## config.mk

```make
export PLATFORM = sky130hd
export DESIGN_NAME = alpha_gated_box_blur_line_top
export DESIGN_NICKNAME = d
export VERILOG_FILES = /design/src/hw/rtl/agbb_pkg.sv /design/src/hw/rtl/alpha_gated_box_blur_line_top.sv /design/src/hw/rtl/agbb_cell.sv /design/src/hw/rtl/agbb_div.sv
export VERILOG_INCLUDE_DIRS = /design/src /design/src/hw/rtl
export SDC_FILE = /design/constraint.sdc
export NUM_CORES = 2
export LEC_CHECK = 0
export BUFFER_PORTS_ARGS = -buffer_cell sky130_fd_sc_hd__buf_2
export CAP_MARGIN = 20
export CORE_MARGIN = 10
export CORE_UTILIZATION = 42
export CTS_CLUSTER_DIAMETER = 40
export DETAILED_ROUTE_END_ITERATION = 10
export PLACE_DENSITY = 0.65
export SLEW_MARGIN = 0
export SYNTH_ARGS = -nofsm -noshare
export SYNTH_HDL_FRONTEND = slang
export SYNTH_SLANG_ARGS = --single-unit
```

## constraint.sdc

```tcl
create_clock -name clk -period 107.1 [get_ports clk]
set_clock_uncertainty 0.15 [all_clocks]
set_input_delay 5.355 -clock clk [delete_from_list [all_inputs] [get_ports clk]]
set_output_delay 5.355 -clock clk [all_outputs]
set_load 0.02 [all_outputs]
```

## src/hw/rtl/assert_macros.svh

```systemverilog
// Assertion macros shared by the RTL of the box blur line block.
// No dependencies; compiled out when SYNTHESIS is defined.
`ifndef ASSERT_MACROS_SVH
`define ASSERT_MACROS_SVH
`ifndef SYNTHESIS
`define ASSERT_IMPL(lbl, clk, rst_n, ante, cons) \
    lbl: assert property (@(posedge clk) disable iff (!rst_n) (ante) |-> (cons)) \
        else $error("same-cycle check failed");
`define ASSERT_NEXT(lbl, clk, rst_n, ante, cons) \
    lbl: assert property (@(posedge clk) disable iff (!rst_n) (ante) |=> (cons)) \
        else $error("next-cycle check failed");
`else
`define ASSERT_IMPL(lbl, clk, rst_n, ante, cons)
`define ASSERT_NEXT(lbl, clk, rst_n, ante, cons)
`endif
`endif

```

## src/hw/rtl/agbb_pkg.sv

```systemverilog
// Package for the alpha gated box blur line block: widths, constants, types.
// No dependencies.
package agbb_pkg;

    localparam int unsigned PIX_W      = 32;
    localparam int unsigned CH_W       = 8;
    localparam int unsigned SUM_W      = 15;
    localparam int unsigned SEEN_W     = 7;
    localparam logic [6:0]  SEEN_MAX   = 7'd127;
    localparam int unsigned RADIUS_W   = 6;
    localparam int unsigned RADIUS_RST = 5;
    localparam int unsigned DIV_SHIFT  = 22;
    localparam int unsigned RECIP_W    = 21;

    typedef struct packed {
        logic             sel;
        logic [PIX_W-1:0] pix;
    } entry_t;

    typedef struct packed {
        logic [SUM_W-1:0] a;
        logic [SUM_W-1:0] r;
        logic [SUM_W-1:0] g;
        logic [SUM_W-1:0] b;
    } sums_t;

endpackage

```

## src/hw/rtl/alpha_gated_box_blur_line_top.sv

```systemverilog
// A result is registered in s1 (window sums), then in s2 (quotients), and leaves from s2.
// Throughput: 1 pixel per cycle unless out_ready stalls; a line_end pixel adds r flush steps
// (in_ready low), one shift of the cell chain per cycle unless stalled.
// Reset: control, running sums and line count clear, radius returns to 5; window cells are
// not reset, the first pixel of each line loads all of them.
module alpha_gated_box_blur_line_top #(
    parameter int MAX_RADIUS = 16
) (
    input  logic                            clk,
    input  logic                            rst_n,
    input  logic                            cfg_we,
    input  logic [agbb_pkg::RADIUS_W-1:0]   cfg_data,
    input  logic                            in_valid,
    output logic                            in_ready,
    input  logic [agbb_pkg::PIX_W-1:0]      in_pixel,
    input  logic                            in_selected,
    input  logic                            line_end,
    output logic                            out_valid,
    input  logic                            out_ready,
    output logic [agbb_pkg::PIX_W-1:0]      out_pixel,
    output logic                            write_enable,
    output logic                            line_last
);

    `include "assert_macros.svh"

    localparam int RW    = $clog2(MAX_RADIUS + 1);
    localparam int IW    = RW + 1;
    localparam int DEPTH = 2 * MAX_RADIUS + 1;
    localparam int unsigned R_RST_I = (agbb_pkg::RADIUS_RST > MAX_RADIUS) ?
                                      MAX_RADIUS : agbb_pkg::RADIUS_RST;
    localparam int unsigned RST_D   = 2 * R_RST_I + 1;
    localparam int unsigned RECIP_RST_I = ((1 << agbb_pkg::DIV_SHIFT) + RST_D - 1) / RST_D;

    localparam int SW = agbb_pkg::SUM_W;
    localparam int CW = agbb_pkg::CH_W;

    // reciprocal table, ceil(2^K / (2r+1))
    logic [agbb_pkg::RECIP_W-1:0] recip_tab [MAX_RADIUS+1];

    for (genvar g = 0; g <= MAX_RADIUS; g++)
    begin : g_recip
        localparam int unsigned D = 2 * g + 1;
        localparam int unsigned M = ((1 << agbb_pkg::DIV_SHIFT) + D - 1) / D;
        assign recip_tab[g] = agbb_pkg::RECIP_W'(M);
    end

    logic [RW-1:0]                   r_reg;
    logic [agbb_pkg::RECIP_W-1:0]    recip_reg;
    logic [agbb_pkg::SEEN_W-1:0]     seen_reg;
    logic [agbb_pkg::SEEN_W-1:0]     seen_next;
    logic [RW-1:0]                   fl_cnt_reg;
    logic [RW-1:0]                   fl_cnt_next;
    agbb_pkg::sums_t                 sum_reg;
    agbb_pkg::sums_t                 sum_next;

    logic                            v1_reg;
    agbb_pkg::sums_t                 s1_sum_reg;
    logic                            s1_sel_reg;
    logic                            s1_last_reg;
    logic                            v2_reg;
    logic                            s2_sel_reg;
    logic                            s2_last_reg;

    logic                            s1_ready;
    logic                            s2_ready;
    logic                            in_acc;
    logic                            flush_active;
    logic                            flush_step;
    logic                            step_en;
    logic                            fill;
    logic                            emit;
    logic                            last_step;
    logic [RW-1:0]                   r_clamp;
    logic [IW-1:0]                   two_r;
    logic [IW-1:0]                   r_m1;
    logic [SW-1:0]                   win_len;

    agbb_pkg::entry_t                step_entry;
    agbb_pkg::entry_t                centre_next;
    agbb_pkg::entry_t                tail;
    agbb_pkg::entry_t                cell_q [DEPTH];
    agbb_pkg::sums_t                 add_c;
    agbb_pkg::sums_t                 sub_c;

    // cell chain, newest entry in cell 0
    for (genvar k = 0; k < DEPTH; k++)
    begin : g_cell
        agbb_cell u_cell (
            .clk        (clk),
            .en         (step_en),
            .load       (fill),
            .load_data  (step_entry),
            .shift_data ((k == 0) ? step_entry : cell_q[(k == 0) ? 0 : k - 1]),
            .q          (cell_q[k])
        );
    end

    assign s2_ready     = !v2_reg || out_ready;
    assign s1_ready     = !v1_reg || s2_ready;
    assign flush_active = (fl_cnt_reg != '0);
    assign in_ready     = s1_ready && !flush_active;
    assign in_acc       = in_valid && in_ready;
    assign flush_step   = flush_active && s1_ready;
    assign step_en      = in_acc || flush_step;
    assign fill         = in_acc && (seen_reg == '0);
    assign emit         = (seen_reg >= agbb_pkg::SEEN_W'(r_reg));
    assign last_step    = flush_step && (fl_cnt_reg == RW'(1));

    assign two_r   = {r_reg, 1'b0};
    assign r_m1    = {1'b0, r_reg} - IW'(1);
    assign win_len = SW'({r_reg, 1'b1});

    assign step_entry  = flush_active ? cell_q[0] : {in_selected, in_pixel};
    assign tail        = cell_q[two_r];
    assign centre_next = fill ? step_entry : cell_q[r_m1];

    always_comb
    begin
        r_clamp = RW'(cfg_data);
        if (cfg_data == '0)
        begin
            r_clamp = RW'(1);
        end
        else if (cfg_data > agbb_pkg::RADIUS_W'(MAX_RADIUS))
        begin
            r_clamp = RW'(MAX_RADIUS);
        end
    end

    // color channels count only where alpha is nonzero
    always_comb
    begin
        add_c.a = SW'(step_entry.pix[31:24]);
        add_c.r = (step_entry.pix[31:24] != '0) ? SW'(step_entry.pix[23:16]) : '0;
        add_c.g = (step_entry.pix[31:24] != '0) ? SW'(step_entry.pix[15:8]) : '0;
        add_c.b = (step_entry.pix[31:24] != '0) ? SW'(step_entry.pix[7:0]) : '0;
        sub_c.a = SW'(tail.pix[31:24]);
        sub_c.r = (tail.pix[31:24] != '0) ? SW'(tail.pix[23:16]) : '0;
        sub_c.g = (tail.pix[31:24] != '0) ? SW'(tail.pix[15:8]) : '0;
        sub_c.b = (tail.pix[31:24] != '0) ? SW'(tail.pix[7:0]) : '0;
        if (fill)
        begin
            sum_next.a = win_len * add_c.a;
            sum_next.r = win_len * add_c.r;
            sum_next.g = win_len * add_c.g;
            sum_next.b = win_len * add_c.b;
        end
        else
        begin
            sum_next.a = sum_reg.a + add_c.a - sub_c.a;
            sum_next.r = sum_reg.r + add_c.r - sub_c.r;
            sum_next.g = sum_reg.g + add_c.g - sub_c.g;
            sum_next.b = sum_reg.b + add_c.b - sub_c.b;
        end
    end

    always_comb
    begin
        seen_next   = seen_reg;
        fl_cnt_next = fl_cnt_reg;
        if (cfg_we)
        begin
            seen_next = '0;
        end
        else if (step_en)
        begin
            if (last_step)
            begin
                seen_next = '0;
            end
            else if (seen_reg < agbb_pkg::SEEN_MAX)
            begin
                seen_next = seen_reg + agbb_pkg::SEEN_W'(1);
            end
        end
        if (in_acc && line_end)
        begin
            fl_cnt_next = r_reg;
        end
        else if (flush_step)
        begin
            fl_cnt_next = fl_cnt_reg - RW'(1);
        end
    end

    always_ff @(posedge clk or negedge rst_n)
    begin
        if (!rst_n)
        begin
            r_reg      <= RW'(R_RST_I);
            recip_reg  <= agbb_pkg::RECIP_W'(RECIP_RST_I);
            seen_reg   <= '0;
            fl_cnt_reg <= '0;
            sum_reg    <= '0;
            v1_reg     <= 1'b0;
            v2_reg     <= 1'b0;
        end
        else
        begin
            if (cfg_we)
            begin
                r_reg     <= r_clamp;
                recip_reg <= recip_tab[r_clamp];
            end
            seen_reg   <= seen_next;
            fl_cnt_reg <= fl_cnt_next;
            if (step_en)
            begin
                sum_reg <= sum_next;
            end
            if (s1_ready)
            begin
                v1_reg <= step_en && emit;
            end
            if (s2_ready)
            begin
                v2_reg <= v1_reg;
            end
        end
    end

    always_ff @(posedge clk)
    begin
        if (s1_ready)
        begin
            s1_sum_reg  <= sum_next;
            s1_sel_reg  <= centre_next.sel;
            s1_last_reg <= last_step;
        end
        if (s2_ready)
        begin
            s2_sel_reg  <= s1_sel_reg;
            s2_last_reg <= s1_last_reg;
        end
    end

    agbb_div u_div_b (
        .clk   (clk),
        .en    (s2_ready),
        .sum   (s1_sum_reg.b),
        .recip (recip_reg),
        .quot  (out_pixel[CW-1:0])
    );

    agbb_div u_div_g (
        .clk   (clk),
        .en    (s2_ready),
        .sum   (s1_sum_reg.g),
        .recip (recip_reg),
        .quot  (out_pixel[2*CW-1:CW])
    );

    agbb_div u_div_r (
        .clk   (clk),
        .en    (s2_ready),
        .sum   (s1_sum_reg.r),
        .recip (recip_reg),
        .quot  (out_pixel[3*CW-1:2*CW])
    );

    agbb_div u_div_a (
        .clk   (clk),
        .en    (s2_ready),
        .sum   (s1_sum_reg.a),
        .recip (recip_reg),
        .quot  (out_pixel[4*CW-1:3*CW])
    );

    assign out_valid    = v2_reg;
    assign write_enable = s2_sel_reg;
    assign line_last    = s2_last_reg;

    `ASSERT_NEXT(a_end_starts_flush, clk, rst_n, in_acc && line_end, flush_active)
    `ASSERT_NEXT(a_flush_closes_line, clk, rst_n, last_step && !cfg_we, seen_reg == '0)
    `ASSERT_NEXT(a_s1_holds_on_stall, clk, rst_n, v1_reg && !s2_ready, v1_reg && $stable(s1_sum_reg))
    `ASSERT_IMPL(a_radius_in_range, clk, rst_n, 1'b1, (r_reg != '0) && (r_reg <= RW'(MAX_RADIUS)))

endmodule

```

## src/hw/rtl/agbb_cell.sv

```systemverilog
// One window cell: holds a pixel entry, loads the line's first pixel or
// takes its neighbor's entry on each step. Depends on agbb_pkg.
module agbb_cell (
    input  logic              clk,
    input  logic              en,
    input  logic              load,
    input  agbb_pkg::entry_t  load_data,
    input  agbb_pkg::entry_t  shift_data,
    output agbb_pkg::entry_t  q
);

    agbb_pkg::entry_t q_reg;

    always_ff @(posedge clk)
    begin
        if (en)
        begin
            q_reg <= load ? load_data : shift_data;
        end
    end

    assign q = q_reg;

endmodule

```

## src/hw/rtl/agbb_div.sv

```systemverilog
// Exact floor division of one channel sum by 2r+1 via a reciprocal multiply.
// Registered quotient byte. Depends on agbb_pkg.
module agbb_div (
    input  logic                              clk,
    input  logic                              en,
    input  logic [agbb_pkg::SUM_W-1:0]        sum,
    input  logic [agbb_pkg::RECIP_W-1:0]      recip,
    output logic [agbb_pkg::CH_W-1:0]         quot
);

    localparam int unsigned PROD_W = agbb_pkg::SUM_W + agbb_pkg::RECIP_W;

    logic [PROD_W-1:0]          prod;
    logic [agbb_pkg::CH_W-1:0]  quot_reg;

    assign prod = PROD_W'(sum) * PROD_W'(recip);

    always_ff @(posedge clk)
    begin
        if (en)
        begin
            quot_reg <= prod[agbb_pkg::DIV_SHIFT + agbb_pkg::CH_W - 1:agbb_pkg::DIV_SHIFT];
        end
    end

    assign quot = quot_reg;

endmodule
```

==> flow_metrics.env <==
export IMPL_seq_area_frac_synth=0.389
export IMPL_synth_cells=8458
export IMPL_synth_area_per_cell_um2=11.6
export IMPL_rows=177
export IMPL_min_period_over_period=0.111
export IMPL_drc_errors=0
export IMPL_yosys_area_share_simple=0.0957
export IMPL_drive_above_1_share=0.0940
export IMPL_hold_viol_final=0
export IMPL_hold_class="reg -> reg"
export IMPL_synth_fp_nets=9995
export IMPL_yosysWarnings=0
export IMPL_synth_top_cell_by_area="edfxtp_1"
export IMPL_viasPerCell=5.37
export IMPL_start_util=0.422
export IMPL_antenna_found_initial=14
export IMPL_synthMuxAreaShare=0.0471
export IMPL_clock_fmax_mhz=84.4
export IMPL_tightest_slew_ns=1.18
export IMPL_die_area_um2=253000
export IMPL_yosys_area_share_xor_xnor=0.0141
export IMPL_setup_violations=0
export IMPL_crit_fanout=6
export IMPL_cp_start_kind="input port"
export IMPL_dieWidth_um=503
export IMPL_crit_required_ns=101.60
export IMPL_cts_buffer_depth=3
export IMPL_gp_congestion=0.840
export IMPL_synth_edf_count=1184
export IMPL_rsz0062_at_grt="no"
export IMPL_core_area_um2=232000
export IMPL_synth_cell_types=76
export IMPL_port_buffers=80
export IMPL_synthAdderAreaFrac=0.271
export IMPL_first_pass_iters=5
export IMPL_overflow=0
export IMPL_synth_area_leaders="edfxtp_1, fa_1, o21a_1"
export IMPL_synth_top_family_by_area="adder cells"
export IMPL_min_period_ns=11.85
export IMPL_cp_arrival_ns=6.34
export IMPL_cts_clk_slew_worst_paths_ns=0.05
export IMPL_cts_root_buf="clkbuf_16"
export IMPL_ys_ff_latch=1284
export IMPL_cts_buffers=198
export IMPL_die_h_um=503
export IMPL_post_cts_setup_buffers=0
export IMPL_cts_max_level=4
export IMPL_grt_max_degree=232
export IMPL_drtAntennaViolNets=0
export IMPL_cts_tree="built"
export IMPL_slew_headroom=0.208
export IMPL_critPathKind="in -> out"
export IMPL_largest_reg_flops=1088
export IMPL_netlist_area_um2=98000
export IMPL_synth_compound_area_share=0.110
export IMPL_ctsHoldBuffers=0
export IMPL_grt_pass1_wl_um=368000
export IMPL_syn_to_final_growth_pct=10.5
export IMPL_wl_um=230000
export IMPL_outcome="completed"
export IMPL_pin_count=81
export IMPL_layout_nets=9811
export IMPL_drv_cap=0
export IMPL_cts_sinks=1284
export IMPL_finalMaxSlewViolations=0
export IMPL_first_iter_violations=4425
export IMPL_clk_latency_ns=0.87
export IMPL_ys_flop_type="edfxtp_1"
export IMPL_num_vias=61700
export IMPL_async_flop_share=0.0779
export IMPL_first_global_vias=65400
export IMPL_hpwl_um=149000
export IMPL_fin_setup_tns_ns=0
export IMPL_post_cts_resized=0
export IMPL_grt_usage=0.182
export IMPL_wire_per_inst_um=20.0
export IMPL_cp_end_kind="output port"
export IMPL_synth_top_area_frac=0.363
-- per-stage QoR --
stage | cell area, µm² | setup WS (ns) | cells | utilization | hold slack [ns]
2_1_floorplan | 98000 | 67.74 | 8458 | - | 0.250
3_3_place_gp | 101000 | 95.29 | 11100 | 0.434 | 0.266
3_5_place_dp | 101000 | 95.23 | 11100 | 0.434 | 0.255
4_1_cts | 108000 | 95.23 | 11500 | 0.465 | 0.275
5_1_grt | 108000 | 95.20 | 11500 | 0.466 | 0.298
6_report | 108000 | 95.25 | 11500 | 0.466 | 0.272
-- Yosys cell counts (all sizes together) (5+ instances only) --
master / instances
and2: 698
clkbuf: 528
inv: 1299
a21o: 43
a41oi: 5
xnor2: 109
nand2b: 21
nor3: 97
dfrtp: 87
and3: 16
nand4: 16
a211o: 5
dfstp: 13
fa: 1056
nor2: 211
nand3: 35
a2111oi: 7
mux2i: 38
o221ai: 6
a22o: 5
nor2b: 17
o311ai: 5
o21bai: 12
a22oi: 25
o21ai: 94
o21a: 1078
mux2: 44
buf: 50
o31ai: 11
a211oi: 9
or2: 27
edfxtp: 1184
nor3b: 6
nand2: 716
ha: 436
a31oi: 17
xor2: 49
or3: 10
mux4: 166
o211ai: 13
a21oi: 140
-- routing by layer --
metal	wire [µm]	vias to the layer above	global-route usage
met5	13	-	0
met3	15000	414	0.0330
li1	-	27700	-
met4	7460	2	0.0597
met1	99200	31900	0.250
met2	108000	1723	0.294
-- area by class of cell --
class / count / area, µm²
inverter: 1301 / 4890
clock buffer: 221 / 5060
multi-input combinational: 5295 / 52800
antenna: 6 / 15.0
fill: 20700 / 124000
timing repair buffer: 194 / 1460
tap: 3043 / 3810
sequential: 1284 / 38100
clock inverter: 154 / 2170
-- final timing paths --
check                                  endpoint    startpoint  depth (start not counted)  slack [ns]
worst max-delay path                   in_ready     out_ready                          4       95.25
min in group asynchronous           sum_reg[17]         rst_n                          1        4.37
worst min-delay path               write_enable    s1_sel_reg                          0        0.27
worst min register to register     write_enable    s1_sel_reg                          0        0.27
worst max register to register  u_div_g.quot[7]  recip_reg[8]                         22       98.59
max in group asynchronous              r_reg[1]         rst_n                          2      100.92
-- layout by cell type, fill, tap and decap left out, drive strengths merged, types with 109 or more instances in the layout --
| cell type | synthesis | layout |
|---|---|---|
| and2 | 698 | 698 |
| clkbuf | 528 | 222 |
| mux4 | 166 | 166 |
| a21oi | 140 | 140 |
| fa | 1056 | 1056 |
| nand2 | 716 | 716 |
| o21a | 1078 | 1078 |
| nor2 | 211 | 211 |
| inv | 1299 | 1331 |
| ha | 436 | 436 |
| buf | 50 | 193 |
| edfxtp | 1184 | 1184 |
| xnor2 | 109 | 109 |
-- cells by family after synthesis --
kind of cell	Yosys count
AO/OA/AOI/OAI	1509
adder cells (fa/ha/maj)	1492
flip-flops	1284
buffers and inverters	1879
AND/OR/NAND/NOR	1888
XOR/XNOR	158
multiplexers	248
-- worst max-delay path, stage by stage --
cell and delay (ns):
buf_2 0.11, nand3b_1 0.34, and3_1 0.35, buf_2 0.18
Power is not shown: default switching activity piles up to over one toggle a cycle in this logic, so the estimate is an artifact.
